[config.mk]
export PLATFORM = sky130hd
export DESIGN_NAME = dmbcc_ctrl
export DESIGN_NICKNAME = d
export VERILOG_FILES = /design/src/hw/rtl/dmbcc_pkg.sv /design/src/hw/rtl/dmbcc_ctrl.sv
export SDC_FILE = /design/constraint.sdc
export NUM_CORES = 1
export LEC_CHECK = 0
export ABC_AREA = 1
export BUFFER_PORTS_ARGS = -buffer_cell sky130_fd_sc_hd__buf_2
export CAP_MARGIN = 40
export CORE_MARGIN = 4
export CORE_UTILIZATION = 30
export DETAILED_ROUTE_END_ITERATION = 8
export PLACE_DENSITY_LB_ADDON = 0.08
export SETUP_SLACK_MARGIN = 0.1
export SYNTH_ARGS = -nofsm -noshare
export SYNTH_HDL_FRONTEND = slang
export SYNTH_SLANG_ARGS = --single-unit
[constraint.sdc]
create_clock -name clk -period 2.3 [get_ports clk]
set_input_delay 0.46 -clock clk [delete_from_list [all_inputs] [get_ports clk]]
set_output_delay 0.46 -clock clk [all_outputs]
set_load 0.05 [all_outputs]
[src/hw/rtl/dmbcc_pkg.sv]
`timescale 1ns / 1ps

package dmbcc_pkg;

  // cache geometry, fixed by the port widths
  localparam int LINES      = 128;
  localparam int ZONE_BYTES = 1024;
  localparam int IDX_W      = $clog2(LINES);

  // request modes
  localparam logic [1:0] MODE_READ  = 2'd0;
  localparam logic [1:0] MODE_WRITE = 2'd1;
  localparam logic [1:0] MODE_SYNC  = 2'd2;

  typedef enum logic [1:0] {
    ST_INVALID = 2'd0,
    ST_CLEAN   = 2'd1,
    ST_DIRTY   = 2'd2
  } line_status_t;

  typedef enum logic [1:0] {
    KIND_WB        = 2'd0,
    KIND_FILL      = 2'd1,
    KIND_GRANT     = 2'd2,
    KIND_SYNC_DONE = 2'd3
  } kind_t;

  typedef struct packed {
    line_status_t status;
    logic [7:0]   drive;
    logic [30:0]  zone;
  } entry_t;

  typedef enum logic [3:0] {
    S_CLEAR,
    S_IDLE,
    S_DISPATCH,
    S_LOOKUP,
    S_CHECK,
    S_WB,
    S_FILL,
    S_GRANT,
    S_REJECT,
    S_SYNC_DONE
  } state_t;

  // controller to datapath
  typedef struct packed {
    logic  clr_we;
    logic  capture;
    logic  rd_en;
    logic  wr_grant;
    logic  wr_sync;
    logic  emit;
    kind_t kind;
    logic  reject;
  } cmd_t;

  // datapath to controller
  typedef struct packed {
    logic [1:0] mode;
    logic       offset_bad;
    logic       sync_oob;
    logic       hit;
    logic       dirty;
    logic       clear_last;
  } sts_t;

endpackage

[src/hw/rtl/dmbcc_ctrl.sv]
`timescale 1ns / 1ps

module dmbcc_ctrl import dmbcc_pkg::*; (
  input  logic clk,
  input  logic rst,
  input  logic start,
  input  sts_t sts,
  output cmd_t cmd,
  output logic busy
);

  state_t state, state_next;

  always_ff @(posedge clk) begin
    if (rst) begin
      state <= S_CLEAR;
    end else begin
      state <= state_next;
    end
  end

  always_comb begin
    state_next = state;
    cmd = '0;
    cmd.kind = KIND_GRANT;
    busy = 1'b1;
    case (state)
      S_CLEAR: begin
        cmd.clr_we = 1'b1;
        if (sts.clear_last) state_next = S_IDLE;
      end
      S_IDLE: begin
        busy = 1'b0;
        if (start) begin
          cmd.capture = 1'b1;
          state_next = S_DISPATCH;
        end
      end
      S_DISPATCH: begin
        case (sts.mode)
          MODE_SYNC:  state_next = sts.sync_oob ? S_SYNC_DONE : S_LOOKUP;
          MODE_READ,
          MODE_WRITE: state_next = sts.offset_bad ? S_REJECT : S_LOOKUP;
          default:    state_next = S_IDLE;
        endcase
      end
      S_LOOKUP: begin
        cmd.rd_en = 1'b1;
        state_next = S_CHECK;
      end
      S_CHECK: begin
        if (sts.mode == MODE_SYNC) begin
          state_next = sts.dirty ? S_WB : S_SYNC_DONE;
        end else if (sts.hit) begin
          state_next = S_GRANT;
        end else begin
          state_next = sts.dirty ? S_WB : S_FILL;
        end
      end
      S_WB: begin
        cmd.emit = 1'b1;
        cmd.kind = KIND_WB;
        if (sts.mode == MODE_SYNC) begin
          cmd.wr_sync = 1'b1;
          state_next = S_SYNC_DONE;
        end else begin
          state_next = S_FILL;
        end
      end
      S_FILL: begin
        cmd.emit = 1'b1;
        cmd.kind = KIND_FILL;
        state_next = S_GRANT;
      end
      S_GRANT: begin
        cmd.emit = 1'b1;
        cmd.kind = KIND_GRANT;
        cmd.wr_grant = 1'b1;
        state_next = S_IDLE;
      end
      S_REJECT: begin
        cmd.emit = 1'b1;
        cmd.kind = KIND_GRANT;
        cmd.reject = 1'b1;
        state_next = S_IDLE;
      end
      S_SYNC_DONE: begin
        cmd.emit = 1'b1;
        cmd.kind = KIND_SYNC_DONE;
        state_next = S_IDLE;
      end
      default: state_next = S_CLEAR;
    endcase
  end

endmodule

# ---- After elaboration in Yosys (flattened, before gate mapping)
# Cells that the tools add are included.
dict set report classes {
  reduce_logical 6
  mux 21
  n_eq_ne 13
}
# cell count
set op_table {}
lappend op_table {{4-bit one-hot mux with 8 select lines} 1}
lappend op_table {{4-bit two-way mux} 7}
lappend op_table {{4-bit by 3-bit equality test with 1-bit output (second input constant)} 4}
lappend op_table {{3-bit one-hot mux with 4 select lines} 1}
lappend op_table {{1-bit two-way mux} 9}
lappend op_table {{4-bit by 2-bit equality test with 1-bit output (second input constant)} 2}
lappend op_table {{4-bit equality test (second input constant)} 2}
lappend op_table {{4-bit one-hot mux with 2 select lines} 1}
lappend op_table {{4-bit by 1-bit equality test with 1-bit output (second input constant)} 1}
lappend op_table {{4-bit zero test} 1}
lappend op_table {{2-bit two-way mux} 2}
lappend op_table {{2-bit != test (second input constant)} 2}
lappend op_table {{2-bit OR reduction} 2}
lappend op_table {{3-bit OR reduction} 1}
lappend op_table {{2-bit by 1-bit equality test with 1-bit output (second input constant)} 1}
lappend op_table {{2-bit equality test (second input constant)} 1}
lappend op_table {{2-bit zero test} 1}
lappend op_table {{2-bit AND reduction} 1}
dict set report word_totals {
  in_bits 10
  output_inout_bits 10
  ff_bits 4
}

# ---- Depth between registers and ports, before layout
dict set report logic_depth {
  depth_word 4
  depth_mapped 9
  depth_no_buf 9
}

# ---- Worst setup path after synthesis
# Ideal clock, no wire load.
dict set report synth_path {
  path_type {register -> output}
  startpoint {register state[0]}
  endpoint {output cmd[3] (netlist name)}
  required_ns 1.840
  n_path_buf 0
  arrival_ns 1.938
  setup_slack_ns -0.098
  path_stages_with_launch 6
  path_cell_list {dfxtp_1 -> nor2_2 -> nand2_1 -> inv_1 -> nor2_1 -> nand3_1}
}
# item line
set synth_lines {}
lappend synth_lines {{start: declaration} dmbcc_ctrl.sv:12} ;# state_t state, state_next;
lappend synth_lines {{start signal: assignment} dmbcc_ctrl.sv:18} ;# state <= state_next;
lappend synth_lines {{end: declaration} dmbcc_ctrl.sv:8} ;# output cmd_t cmd,

==> results.toml <==
[status]
status = "finished clean"

[drt]
ant_nets = 0
drt_pass1_iterations = 4
drt_iter0_drc = 1
drc_errors = 0
vias = 493
viasPerCell = 4.21
drt-total-wl_microns = 1020
wl_per_cell_microns = 8.74

[global_routing]
grtUsageTotal = 0.112
overflow = 0
antenna_found_initial = 0
grt_pass1_vias = 428
grt_pass1_wl_microns = 1670
grt_max_degree = 7

[sta]
fin_crit_ns = 1.89
timing.final.ws_setup_ns = 0.411
skew_ns = 0.00393
finalSetupViolCount = 0
fin_crit_sh = 0.821
max_slew.worst_pin.slew_ns = 0.252
hold_viol_final = 0
final_max_slew_viol_count = 0
fin_tns_setup_ns = 0
fmax_ghz = 0.529
max-slew-margin-rel = 0.833
rsz0062_at_grt = "no"

[die]
coreArea_sq_um = 1320
ios = 20
num_rows = 13
start_util = 0.326
die_w_microns = 45.8
dieArea_sq_um = 2100
die_y_microns = 45.8

[flow_run]
maxCapViolCount = 0

[placement]
dp.cells = 114
place.port_buffers = 19
place_ws_ns = 0.648
place.gp.congestion = 0.816
dp_hpwl_microns = 907
dpl_cell_area_sq_um = 546

[final_layout]
n_fill_cell = 165
largest_register = "state"
top_regs = "state: 4 flops"
area_growth_pct = 32.4
design_area_sq_um = 568
regArea_sq_um = 80.1
final_cells = 117
final_util = 0.431
antenna_cells = 0
drive_gt1_frac = 0.363
fin_nets = 114
largest_reg_flops = 4
multi_input_area_sq_um = 269

[yosys]
synthTopCellsByArea = "dfxtp_1 (19%), inv_1 (17%), nand2_1 (16%)"
synth_area_per_cell_sq_um = 5.36
yosysWarnings = 0
yosysMostFrequentCell = "inv_1"
synth_cells = 80
syn-num-nets = 90
synth_cell_type_count = 16
async_reset_ff_frac = 0
ys_seq_elements = 4
synth-main-ff-cell = "dfxtp_1"
ys_top_cells_by_count = "inv_1 (19), nand2_1 (18), nor2_1 (11)"
synth_top_area_frac = 0.187
synth-edff-count = 0
synth_area_sq_um = 429
post-synth-top-area-cell = "dfxtp_1"
ys_seq_area_frac = 0.187

[power]
peakVddDrop_mv = 0.520
pwr_density_cell_nw_per_um2 = 911
p_leak_uw = 0.000372

[worst_setup_path]
worstRegToRegCells = 9
slowest_delay_ns = 0.41
crit_top_cell = "nor2_2"
crit_arrival_ns = 1.43
slowest_stage = "dfxtp_1"
start_kind = "flop"
path_max_fanout = 4
crit_type = "flop to primary output"
worstPathRequired_ns = 1.84
crit_path_end_kind = "primary output"
path_cells = "inv_2 -> nor2_2 -> nand2_1 -> inv_1 -> nor2_2 -> nand3_1 -> buf_2"

[clock_network]
clock_path_buffers = 2
clock-sinks = 4
clk_latency_ns = 0.23
post_cts_buffers = 0
ctsResizeCount = 0
cts_buffers = 3
cts_hold_buf = 0
root_buffer = "clkbuf_4"
h-tree-depth = 1
clk_pin_slew_ns = 0.03
cts_tree = "built"

[worst_hold_path]
hold_class = "input pin to flop"
holdPathStages = 2
worst max-delay path: cells and delay by family (launching register included):
family,cells,cell delay (ns)
DFF,1,0.41
buffers and inverters,3,0.43
and+or+nand+nor,4,0.35
layout by cell type, fill, tap and decap left out:
cell type  instances
inv_1             19
nor2_4             2
nand4_1            1
nand2_2            2
o211ai_1           1
nand2_1           18
a21oi_1            1
o21ai_1            2
dfxtp_1            4
a31oi_1            1
o21ai_0            4
nor2_1            10
clkbuf_4           3
inv_2              3
nand3_1            4
nand3_2            1
buf_2             19
nor2_2             7
layer usage:
layer / wire [microns] / share of wire / global-route usage
met5: 0 / 0 / 0
met4: 0 / 0 / 0
met3: 103 / 0.10 / 0.0672
met2: 433 / 0.42 / 0.170
met1: 485 / 0.47 / 0.144
cells by family after synthesis:
family,share of synthesized area
simple gates,0.507
compound gates,0.114
flops,0.187
buf+inv,0.192
worst paths after layout:
| kind | endpoint | slack [ns] | start |
|---|---|---|---|
| setup reg to reg | state[0]$_SDFFE_PP0P_ | 1.11 | state[0]$_SDFFE_PP0P_ |
| setup / recovery | cmd[3] | 0.41 | state[1]$_SDFFE_PP0P_ |
| hold reg to reg | state[3]$_SDFFE_PP0P_ | 0.72 | state[2]$_SDFFE_PP0P_ |
| hold / removal | state[0]$_SDFFE_PP0P_ | 0.42 | rst |
power breakdown:
| group | total [uW] | internal (uW) | switching [uW] |
|---|---|---|---|
| clock network | 83.6 | 58.1 | 25.5 |
| logic | 327 | 90.5 | 237 |
| registers | 107 | 84.9 | 22.0 |
| total | 518 | 233 | 284 |
area by class of cell:
cell class                      count  share of cell area
Multi-Input combinational cell     54               0.474
Tap cell                           15              0.0330
Inverter                           22               0.145
Clock buffer                        3              0.0396
Timing Repair Buffer               19               0.167
Sequential cell                     4               0.141
metrics by stage:
stage                     total power (uW)  hold slack [ns]
after floorplan                        370            0.529
after global placement                 440            0.654
after detailed placement               440            0.653
after CTS                              530            0.408
after global routing                   572            0.412
final                                  518            0.418
(Power assumes the default switching activity.)
